<file path="src/sv/sfid_pkg.sv">
`default_nettype none

package sfid_pkg;

    // Register indexes on the configuration channel.
    typedef enum logic [1:0] {
        CFG_CURRENT_GAIN      = 2'd0,
        CFG_VOLTAGE_GAIN      = 2'd1,
        CFG_INTEGRAL_GAIN     = 2'd2,
        CFG_VOLTAGE_REFERENCE = 2'd3
    } cfg_idx_t;

    localparam int CFG_IDX_W  = 2;
    localparam int CFG_DATA_W = 32;
    localparam int SAMPLE_W   = 16;
    localparam int GAIN_W     = 32;
    localparam int INTEG_W    = 48;
    localparam int DUTY_W     = 16;

    // Reset values of the configuration registers.
    localparam logic signed [GAIN_W-1:0]   CURRENT_GAIN_RST  = 32'sd890082;
    localparam logic signed [GAIN_W-1:0]   VOLTAGE_GAIN_RST  = -32'sd743386;
    localparam logic signed [GAIN_W-1:0]   INTEGRAL_GAIN_RST = -32'sd1654689099;
    localparam logic signed [SAMPLE_W-1:0] VOLTAGE_REF_RST   = 16'sd1536;

    // Sample period 1e-5 s in Q.48, positive, held as a 33-bit signed operand.
    localparam logic signed [32:0] DT_Q48 = 33'sd2814749767;

    // Operand pair fed to the shared multiplier.
    typedef enum logic [1:0] {
        MUL_ERR_DT,
        MUL_CURRENT,
        MUL_VOLTAGE,
        MUL_INTEGRAL
    } mul_sel_t;

    // Accumulator operation for the command sum.
    typedef enum logic [1:0] {
        ACC_HOLD,
        ACC_LOAD,
        ACC_ADD,
        ACC_ADD_ROUND
    } acc_op_t;

    typedef enum logic [2:0] {
        ST_IDLE,
        ST_MUL_DT,
        ST_INTEG,
        ST_ADD_CUR,
        ST_ADD_VOLT,
        ST_ADD_INT,
        ST_RESULT
    } state_t;

    typedef struct packed {
        logic     load;
        logic     mul_en;
        mul_sel_t mul_sel;
        logic     integ_en;
        acc_op_t  acc_op;
        logic     result_en;
    } ctrl_cmd_t;

    typedef struct packed {
        logic result_busy;
    } dp_status_t;

endpackage

`default_nettype wire

</file>
<file path="src/sv/sfid_sample_if.sv">
`default_nettype none

interface sfid_sample_if;
    logic                 valid;
    logic                 ready;
    logic signed [15:0]   measured_current;
    logic signed [15:0]   measured_voltage;

    modport source (output valid, output measured_current, output measured_voltage,
                    input ready);
    modport sink   (input valid, input measured_current, input measured_voltage,
                    output ready);
endinterface

`default_nettype wire

</file>
<file path="src/sv/sfid_result_if.sv">
`default_nettype none

interface sfid_result_if;
    logic        valid;
    logic        ready;
    logic [15:0] duty_cycle;
    logic        clamped_high;
    logic        clamped_low;

    modport source (output valid, output duty_cycle, output clamped_high,
                    output clamped_low, input ready);
    modport sink   (input valid, input duty_cycle, input clamped_high,
                    input clamped_low, output ready);
endinterface

`default_nettype wire

</file>
<file path="src/sv/sfid_cfg_if.sv">
`default_nettype none

interface sfid_cfg_if;
    logic        valid;
    logic        ready;
    logic [1:0]  index;
    logic [31:0] data;

    modport source (output valid, output index, output data, input ready);
    modport sink   (input valid, input index, input data, output ready);
endinterface

`default_nettype wire

</file>
<file path="src/sv/sfid_ctrl.sv">
`default_nettype none

module sfid_ctrl (
    input  wire logic                   clk,
    input  wire logic                   rst_n,
    input  wire logic                   in_valid,
    output logic                        in_ready,
    input  wire sfid_pkg::dp_status_t   status,
    output sfid_pkg::ctrl_cmd_t         cmd
);

    sfid_pkg::state_t state_reg;
    sfid_pkg::state_t state_next;

    always_ff @(posedge clk or negedge rst_n)
    begin
        if (!rst_n)
        begin
            state_reg <= sfid_pkg::ST_IDLE;
        end
        else
        begin
            state_reg <= state_next;
        end
    end

    always_comb
    begin
        state_next = state_reg;
        unique case (state_reg)
            sfid_pkg::ST_IDLE:
            begin
                if (in_valid)
                begin
                    state_next = sfid_pkg::ST_MUL_DT;
                end
            end
            sfid_pkg::ST_MUL_DT:   state_next = sfid_pkg::ST_INTEG;
            sfid_pkg::ST_INTEG:    state_next = sfid_pkg::ST_ADD_CUR;
            sfid_pkg::ST_ADD_CUR:  state_next = sfid_pkg::ST_ADD_VOLT;
            sfid_pkg::ST_ADD_VOLT: state_next = sfid_pkg::ST_ADD_INT;
            sfid_pkg::ST_ADD_INT:  state_next = sfid_pkg::ST_RESULT;
            sfid_pkg::ST_RESULT:
            begin
                if (!status.result_busy)
                begin
                    state_next = sfid_pkg::ST_IDLE;
                end
            end
            default:               state_next = sfid_pkg::ST_IDLE;
        endcase
    end

    always_comb
    begin
        in_ready      = 1'b0;
        cmd.load      = 1'b0;
        cmd.mul_en    = 1'b0;
        cmd.mul_sel   = sfid_pkg::MUL_ERR_DT;
        cmd.integ_en  = 1'b0;
        cmd.acc_op    = sfid_pkg::ACC_HOLD;
        cmd.result_en = 1'b0;
        unique case (state_reg)
            sfid_pkg::ST_IDLE:
            begin
                in_ready = 1'b1;
                cmd.load = in_valid;
            end
            sfid_pkg::ST_MUL_DT:
            begin
                cmd.mul_en  = 1'b1;
                cmd.mul_sel = sfid_pkg::MUL_ERR_DT;
            end
            sfid_pkg::ST_INTEG:
            begin
                cmd.integ_en = 1'b1;
                cmd.mul_en   = 1'b1;
                cmd.mul_sel  = sfid_pkg::MUL_CURRENT;
            end
            sfid_pkg::ST_ADD_CUR:
            begin
                cmd.acc_op  = sfid_pkg::ACC_LOAD;
                cmd.mul_en  = 1'b1;
                cmd.mul_sel = sfid_pkg::MUL_VOLTAGE;
            end
            sfid_pkg::ST_ADD_VOLT:
            begin
                cmd.acc_op  = sfid_pkg::ACC_ADD;
                cmd.mul_en  = 1'b1;
                cmd.mul_sel = sfid_pkg::MUL_INTEGRAL;
            end
            sfid_pkg::ST_ADD_INT:
            begin
                cmd.acc_op = sfid_pkg::ACC_ADD_ROUND;
            end
            sfid_pkg::ST_RESULT:
            begin
                cmd.result_en = !status.result_busy;
            end
            default:
            begin
                in_ready = 1'b0;
            end
        endcase
    end

endmodule

`default_nettype wire

</file>
<file path="src/sv/sfid_datapath.sv">
`default_nettype none

module sfid_datapath (
    input  wire logic                  clk,
    input  wire logic                  rst_n,
    input  wire sfid_pkg::ctrl_cmd_t   cmd,
    output sfid_pkg::dp_status_t       status,
    input  wire logic signed [15:0]    measured_current,
    input  wire logic signed [15:0]    measured_voltage,
    sfid_cfg_if.sink                   cfg,
    sfid_result_if.source              result
);

    localparam logic signed [49:0] INTEG_MAX  = 50'sd140737488355327;
    localparam logic signed [49:0] INTEG_MIN  = -50'sd140737488355328;
    localparam logic signed [65:0] HALF_Q16   = 66'sd32768;
    localparam logic signed [49:0] ONE_Q32    = 50'sd4294967296;
    localparam logic        [48:0] HALF_Q32   = 49'd2147483648;

    // Configuration registers.
    logic signed [31:0] current_gain_reg;
    logic signed [31:0] voltage_gain_reg;
    logic signed [31:0] integral_gain_reg;
    logic signed [15:0] voltage_ref_reg;

    logic signed [15:0] cur_reg;
    logic signed [15:0] volt_reg;
    logic signed [16:0] err_reg;
    logic signed [47:0] integ_reg;
    logic signed [47:0] integ_next;
    logic signed [65:0] prod_reg;
    logic signed [49:0] acc_reg;
    logic signed [49:0] acc_next;

    logic        out_valid_reg;
    logic [15:0] duty_reg;
    logic        high_reg;
    logic        low_reg;
    logic [15:0] duty_next;
    logic        high_next;
    logic        low_next;

    logic signed [32:0] mul_a;
    logic signed [32:0] mul_b;
    logic signed [65:0] prod_rnd;
    logic signed [49:0] rnd_q16;
    logic signed [49:0] integ_sum;
    logic signed [49:0] u_val;
    logic        [48:0] duty_scaled;

    assign cfg.ready = 1'b1;

    always_ff @(posedge clk or negedge rst_n)
    begin
        if (!rst_n)
        begin
            current_gain_reg  <= sfid_pkg::CURRENT_GAIN_RST;
            voltage_gain_reg  <= sfid_pkg::VOLTAGE_GAIN_RST;
            integral_gain_reg <= sfid_pkg::INTEGRAL_GAIN_RST;
            voltage_ref_reg   <= sfid_pkg::VOLTAGE_REF_RST;
        end
        else if (cfg.valid)
        begin
            unique case (cfg.index)
                sfid_pkg::CFG_CURRENT_GAIN:      current_gain_reg  <= cfg.data;
                sfid_pkg::CFG_VOLTAGE_GAIN:      voltage_gain_reg  <= cfg.data;
                sfid_pkg::CFG_INTEGRAL_GAIN:     integral_gain_reg <= cfg.data;
                sfid_pkg::CFG_VOLTAGE_REFERENCE: voltage_ref_reg   <= cfg.data[15:0];
            endcase
        end
    end

    // Sample capture; the voltage error is formed once here.
    always_ff @(posedge clk)
    begin
        if (cmd.load)
        begin
            cur_reg  <= measured_current;
            volt_reg <= measured_voltage;
            err_reg  <= 17'(voltage_ref_reg) - 17'(measured_voltage);
        end
    end

    // Shared multiplier with a registered product.
    always_comb
    begin
        unique case (cmd.mul_sel)
            sfid_pkg::MUL_ERR_DT:
            begin
                mul_a = {{16{err_reg[16]}}, err_reg};
                mul_b = sfid_pkg::DT_Q48;
            end
            sfid_pkg::MUL_CURRENT:
            begin
                mul_a = {current_gain_reg[31], current_gain_reg};
                mul_b = {{17{cur_reg[15]}}, cur_reg};
            end
            sfid_pkg::MUL_VOLTAGE:
            begin
                mul_a = {voltage_gain_reg[31], voltage_gain_reg};
                mul_b = {{17{volt_reg[15]}}, volt_reg};
            end
            sfid_pkg::MUL_INTEGRAL:
            begin
                mul_a = {integral_gain_reg[31], integral_gain_reg};
                mul_b = {integ_reg[47], integ_reg[47:16]};
            end
            default:
            begin
                mul_a = '0;
                mul_b = '0;
            end
        endcase
    end

    always_ff @(posedge clk)
    begin
        if (cmd.mul_en)
        begin
            prod_reg <= mul_a * mul_b;
        end
    end

    // Product rounded half up to sixteen fewer fraction bits.
    assign prod_rnd = prod_reg + HALF_Q16;
    assign rnd_q16  = $signed(prod_rnd[65:16]);

    // Integrator update with saturation at the Q7.40 bounds.
    assign integ_sum = 50'(integ_reg) + rnd_q16;

    always_comb
    begin
        priority if (integ_sum > INTEG_MAX)
        begin
            integ_next = INTEG_MAX[47:0];
        end
        else if (integ_sum < INTEG_MIN)
        begin
            integ_next = INTEG_MIN[47:0];
        end
        else
        begin
            integ_next = integ_sum[47:0];
        end
    end

    always_ff @(posedge clk or negedge rst_n)
    begin
        if (!rst_n)
        begin
            integ_reg <= '0;
        end
        else if (cmd.integ_en)
        begin
            integ_reg <= integ_next;
        end
    end

    // Sum of the three feedback terms at Q.32.
    always_comb
    begin
        unique case (cmd.acc_op)
            sfid_pkg::ACC_HOLD:      acc_next = acc_reg;
            sfid_pkg::ACC_LOAD:      acc_next = $signed(prod_reg[49:0]);
            sfid_pkg::ACC_ADD:       acc_next = acc_reg + $signed(prod_reg[49:0]);
            sfid_pkg::ACC_ADD_ROUND: acc_next = acc_reg + rnd_q16;
            default:                 acc_next = acc_reg;
        endcase
    end

    always_ff @(posedge clk)
    begin
        acc_reg <= acc_next;
    end

    // Clamp and scale the command to a Q0.16 duty.
    assign u_val       = -acc_reg;
    assign duty_scaled = {u_val[32:0], 16'd0} - {16'd0, u_val[32:0]} + HALF_Q32;

    always_comb
    begin
        priority if (u_val > ONE_Q32)
        begin
            duty_next = 16'hFFFF;
            high_next = 1'b1;
            low_next  = 1'b0;
        end
        else if (u_val < 50'sd0)
        begin
            duty_next = 16'd0;
            high_next = 1'b0;
            low_next  = 1'b1;
        end
        else
        begin
            duty_next = duty_scaled[47:32];
            high_next = 1'b0;
            low_next  = 1'b0;
        end
    end

    always_ff @(posedge clk)
    begin
        if (cmd.result_en)
        begin
            duty_reg <= duty_next;
            high_reg <= high_next;
            low_reg  <= low_next;
        end
    end

    always_ff @(posedge clk or negedge rst_n)
    begin
        if (!rst_n)
        begin
            out_valid_reg <= 1'b0;
        end
        else if (cmd.result_en)
        begin
            out_valid_reg <= 1'b1;
        end
        else if (result.ready)
        begin
            out_valid_reg <= 1'b0;
        end
    end

    assign status.result_busy  = out_valid_reg && !result.ready;
    assign result.valid        = out_valid_reg;
    assign result.duty_cycle   = duty_reg;
    assign result.clamped_high = high_reg;
    assign result.clamped_low  = low_reg;

endmodule

`default_nettype wire

</file>
<file path="src/sv/state_feedback_integral_duty_core.sv">
`default_nettype none

// Channel   Direction  Payload                                      Handshake
// sample    in         measured_current, measured_voltage (Q7.8)    valid/ready
// result    out        duty_cycle (Q0.16), clamped_high, clamped_low valid/ready
// cfg       in         index (2 bits), data (32 bits)               valid/ready
//
// A request passes through the idle state that accepts it and six steps; the result
// register is loaded as the last step ends. The shared 33x33 multiplier serves four
// of those steps. The next request is accepted once the result register is loaded,
// even while that result waits; a stalled sink holds the block in its last step.
// Reset (rst_n, asynchronous) restores the gains and reference and clears the
// integrator; configuration writes are taken every cycle.

module state_feedback_integral_duty_core (
    input  wire logic      clk,
    input  wire logic      rst_n,
    sfid_sample_if.sink    sample,
    sfid_result_if.source  result,
    sfid_cfg_if.sink       cfg
);

    // Commands flow from the sequencer to the datapath; the datapath reports
    // back only whether its result register can take a new value.
    sfid_pkg::ctrl_cmd_t  cmd;
    sfid_pkg::dp_status_t status;
    logic                 in_ready;

    assign sample.ready = in_ready;

    // The sequencer walks through the integrator update, the three products
    // and the final clamp; it accepts a request only when idle.
    sfid_ctrl u_ctrl (
        .clk      (clk),
        .rst_n    (rst_n),
        .in_valid (sample.valid),
        .in_ready (in_ready),
        .status   (status),
        .cmd      (cmd)
    );

    // The datapath holds the configuration registers, the integrator, the
    // shared multiplier with its product register, the command accumulator
    // and the result register.
    sfid_datapath u_datapath (
        .clk              (clk),
        .rst_n            (rst_n),
        .cmd              (cmd),
        .status           (status),
        .measured_current (sample.measured_current),
        .measured_voltage (sample.measured_voltage),
        .cfg              (cfg),
        .result           (result)
    );

endmodule

`default_nettype wire
</file>
<file path="src/flat_wrapper.sv">
// flat-port wrapper written by rule: the top's interface ports become plain ports
module state_feedback_integral_duty_core_flat 
  (clk, rst_n, sample_valid, sample_measured_current, sample_measured_voltage, sample_ready, result_valid, result_duty_cycle, result_clamped_high, result_clamped_low, result_ready, cfg_valid, cfg_index, cfg_data, cfg_ready);
  sfid_sample_if sample_i ();
  sfid_result_if result_i ();
  sfid_cfg_if cfg_i ();
  input  wire logic clk;
  input  wire logic rst_n;
  input wire logic [$bits(sample_i.valid)-1:0] sample_valid;
  input wire logic [$bits(sample_i.measured_current)-1:0] sample_measured_current;
  input wire logic [$bits(sample_i.measured_voltage)-1:0] sample_measured_voltage;
  output wire logic [$bits(sample_i.ready)-1:0] sample_ready;
  output wire logic [$bits(result_i.valid)-1:0] result_valid;
  output wire logic [$bits(result_i.duty_cycle)-1:0] result_duty_cycle;
  output wire logic [$bits(result_i.clamped_high)-1:0] result_clamped_high;
  output wire logic [$bits(result_i.clamped_low)-1:0] result_clamped_low;
  input wire logic [$bits(result_i.ready)-1:0] result_ready;
  input wire logic [$bits(cfg_i.valid)-1:0] cfg_valid;
  input wire logic [$bits(cfg_i.index)-1:0] cfg_index;
  input wire logic [$bits(cfg_i.data)-1:0] cfg_data;
  output wire logic [$bits(cfg_i.ready)-1:0] cfg_ready;
  assign sample_i.valid = sample_valid;
  assign sample_i.measured_current = sample_measured_current;
  assign sample_i.measured_voltage = sample_measured_voltage;
  assign sample_ready = sample_i.ready;
  assign result_valid = result_i.valid;
  assign result_duty_cycle = result_i.duty_cycle;
  assign result_clamped_high = result_i.clamped_high;
  assign result_clamped_low = result_i.clamped_low;
  assign result_i.ready = result_ready;
  assign cfg_i.valid = cfg_valid;
  assign cfg_i.index = cfg_index;
  assign cfg_i.data = cfg_data;
  assign cfg_ready = cfg_i.ready;
  state_feedback_integral_duty_core u_core (.clk(clk), .rst_n(rst_n), .sample(sample_i), .result(result_i), .cfg(cfg_i));
endmodule
</file>
<file path="config.mk">
export PLATFORM = sky130hd
export DESIGN_NAME = state_feedback_integral_duty_core_flat
export DESIGN_NICKNAME = d
export VERILOG_FILES = /design/src/sv/sfid_pkg.sv /design/src/sv/sfid_sample_if.sv /design/src/sv/sfid_result_if.sv /design/src/sv/sfid_cfg_if.sv /design/src/sv/sfid_ctrl.sv /design/src/sv/sfid_datapath.sv /design/src/sv/state_feedback_integral_duty_core.sv /design/src/flat_wrapper.sv
export SDC_FILE = /design/constraint.sdc
export NUM_CORES = 2
export LEC_CHECK = 0
export BUFFER_PORTS_ARGS = -buffer_cell sky130_fd_sc_hd__buf_2
export CORE_MARGIN = 2
export CORE_UTILIZATION = 50
export DETAILED_ROUTE_END_ITERATION = 16
export GPL_ROUTABILITY_DRIVEN = 1
export PLACE_DENSITY_LB_ADDON = 0.1
export SYNTH_ARGS = -nofsm -noshare
export SYNTH_HDL_FRONTEND = slang
export SYNTH_SLANG_ARGS = --single-unit
</file>
<file path="constraint.sdc">
create_clock -name clk -period 31.3 [get_ports clk]
set_clock_uncertainty 0.2 [all_clocks]
set_input_delay 4.695 -clock clk [delete_from_list [all_inputs] [get_ports clk]]
set_output_delay 4.695 -clock clk [all_outputs]
set_load 0.02 [all_outputs]
</file>
==> flow_summary.ini <==
[synth]
ys.flop_type = edfxtp_1
synth_cell_types = 87
syn-cell-area_um2 = 61200
synth-seq-area-share = 0.158
synth-edff-count = 183
synth_seq_cells = 347
synth_top_cell_by_area = fa_1
yosys_warnings = 0
avgSynthCellArea_um2 = 9.32
ys_async_sr_fraction = 0.473
syn-num-nets = 8148
netlist_instances = 6564
synthTopCellsByArea = fa_1 37%, edfxtp_1 9.0%, ha_1 7.9%
synth_top_area_share = 0.368

[timing]
finalSetupViolations = 0
finalCriticalPeriod_ns = 12.73
tns_ns = 0
timing.final.crit_share = 0.407
slew-limit-headroom = 0.0622
worstMarginPinSlew_ns = 1.41
fmax_mhz = 78.6
timing.hold.ws_ns = 0.302
drv_slew = 0
grt_setup_unrepaired = no
hold_viol_final = 0

[critical_path]
slowest_stage = o21a_1
reg2reg_depth = 34
crit_type = flip-flop to flip-flop
end_kind = flip-flop
startpoint = u_core.u_ctrl.state_reg[2]$_DFFE_PN0P_
critical_path.max_stage_delay_ns = 0.94
r2r_end = u_core.u_datapath.prod_reg[62]$_DFFE_PP_
arrival_ns = 12.88
timing.rr.start = u_core.u_ctrl.state_reg[2]$_DFFE_PN0P_
r2r_setup_slack_ns = 18.57
worstSetupStartpointType = flip-flop
critPathRequiredTime_ns = 31.45
crit_path_frequent_cell = fa_1
crit_fanout = 48
cp-endpoint = u_core.u_datapath.prod_reg[62]$_DFFE_PP_

[die]
core-area_um2 = 122000
die_h_um = 354
die_area_um2 = 125000
fp.dieW_um = 354
ios = 92
start_util = 0.504
rows = 128

[route]
drt_iter0_drc = 4911
vias = 49000
dr.pass1.iters = 6
wirelength_mm = 224
drc_errors = 0
via_per_inst = 5.96
wl_per_cell_um = 27.2
antenna_left = 0

[layout]
syn2layout_area_growth_pct = 6.77
layout_common_cells = 1189 x inv_1, 1125 x fa_1, 729 x nand2_1
drive_gt1_frac = 0.0911
nets = 8143
largest_register_ffs = 66
mostFrequentLayoutCell = inv_1

[placement]
dp_hpwl_mm = 176
port_buffers = 90
place_congestion = 0.988

[global_route]
grt_overflow = 0
antenna_found_initial = 10
grt_pass1_vias = 50000
grt_pass1_wl_mm = 330
track_usage = 0.361
grt_max_degree = 71

[clocking]
clk_pin_slew_ns = 0.06
clock_path_buffers = 3
cts_setup_buffers = 0
hold_buffers = 0
cts_root_buffer = clkbuf_16
cts_made_buffers = 44
clock_latency_ns = 0.62
cts_resized = 0
tritoncts = built
clock-sinks = 347
h-tree-depth = 2

[run]
maxCapViolations = 0

[worst_hold_path]
hp-class = flip-flop to flip-flop

[outcome]
outcome = complete, no violations
## cell families (layout without fill, tap and decap cells)
group,count (synthesis),in the layout,share of synthesized area
XOR/XNOR,247,247,0.0353
AND/OR/NAND/NOR,1855,1855,0.131
other,1,5,0.0000613
flip-flops,347,347,0.158
buffers and inverters,1467,1498,0.0905
adder cells (fa/ha/maj),1513,1513,0.447
AO/OA/AOI/OAI,921,921,0.0991
multiplexers,213,213,0.0384
## cell usage after synthesis, drive strengths merged (12+ instances only)
cell	n
a211oi	19
nor2	683
or4	12
nor2b	35
o21ai	186
and3	41
xor2	86
a221o	49
o22ai	15
dfstp	51
nor3	47
ha	387
a31oi	24
mux2i	39
xnor2	161
buf	33
inv	1189
o31ai	17
o21a	57
and2	35
fa	1126
nand4	36
nand2	732
clkbuf	244
dfrtp	113
nand3	98
mux2	174
nor4	18
a21oi	245
a21o	157
edfxtp	183
o211ai	13
o21bai	27
nand2b	48
or3	19
## routing by layer
| metal | track usage | routed length [um] | up-vias |
|---|---|---|---|
| met4 | 0.189 | 14200 | 8 |
| met5 | 0 | 51 | - |
| met3 | 0.0728 | 21100 | 675 |
| li1 | - | - | 20900 |
| met2 | 0.560 | 100000 | 2381 |
| met1 | 0.480 | 87800 | 25100 |
## layout make-up
| class | count | area (um^2) |
|---|---|---|
| fill | 11300 | 56200 |
| clock buffer | 59 | 1210 |
| sequential | 347 | 9670 |
| timing repair buffer | 226 | 1480 |
| clock inverter | 23 | 267 |
| inverter | 1190 | 4470 |
| tap | 1625 | 2030 |
| multi-input combinational | 4750 | 46200 |
| antenna | 4 | 10.0 |
## worst max-delay path, delay by kind of cell, from the launching register on
family / cells / cell delay [ns]
AOI/OAI and AO/OA: 11 / 4.16
adders and majority gates: 9 / 4.38
buffers and inverters: 8 / 1.52
DFF: 1 / 0.68
and+or+nand+nor: 6 / 1.42
## through the flow
step	instances	instance area [um^2]	setup WS, ns	util
after global routing	8220	65300	18.23	0.538
after global placement	8138	63900	19.04	0.525
after CTS	8220	65300	18.79	0.538
final	8224	65300	18.57	0.538
after detailed placement	8138	63900	18.85	0.525
after floorplan	6564	61200	21.52	-
## how the worst min path moves through the flow
stage | startpoint | to | depth (start not counted)
floorplan | u_core.u_datapath.voltage_gain_reg[14]$_DFFE_PN0P_ | u_core.u_datapath.voltage_gain_reg[14]$_DFFE_PN0P_ | 1
global placement | u_core.u_datapath.voltage_gain_reg[12]$_DFFE_PN0P_ | u_core.u_datapath.voltage_gain_reg[12]$_DFFE_PN0P_ | 1
detailed placement | u_core.u_datapath.voltage_gain_reg[19]$_DFFE_PN0P_ | u_core.u_datapath.voltage_gain_reg[19]$_DFFE_PN0P_ | 1
CTS | u_core.u_datapath.voltage_gain_reg[19]$_DFFE_PN0P_ | u_core.u_datapath.voltage_gain_reg[19]$_DFFE_PN0P_ | 1
global route | u_core.u_datapath.current_gain_reg[3]$_DFFE_PN0P_ | u_core.u_datapath.current_gain_reg[3]$_DFFE_PN0P_ | 1
finish | u_core.u_datapath.voltage_gain_reg[19]$_DFFE_PN0P_ | u_core.u_datapath.voltage_gain_reg[19]$_DFFE_PN0P_ | 1
Power is left out: the tool's default activity adds up to more than one toggle a clock period on the data nets, which glitch-free logic cannot reach.
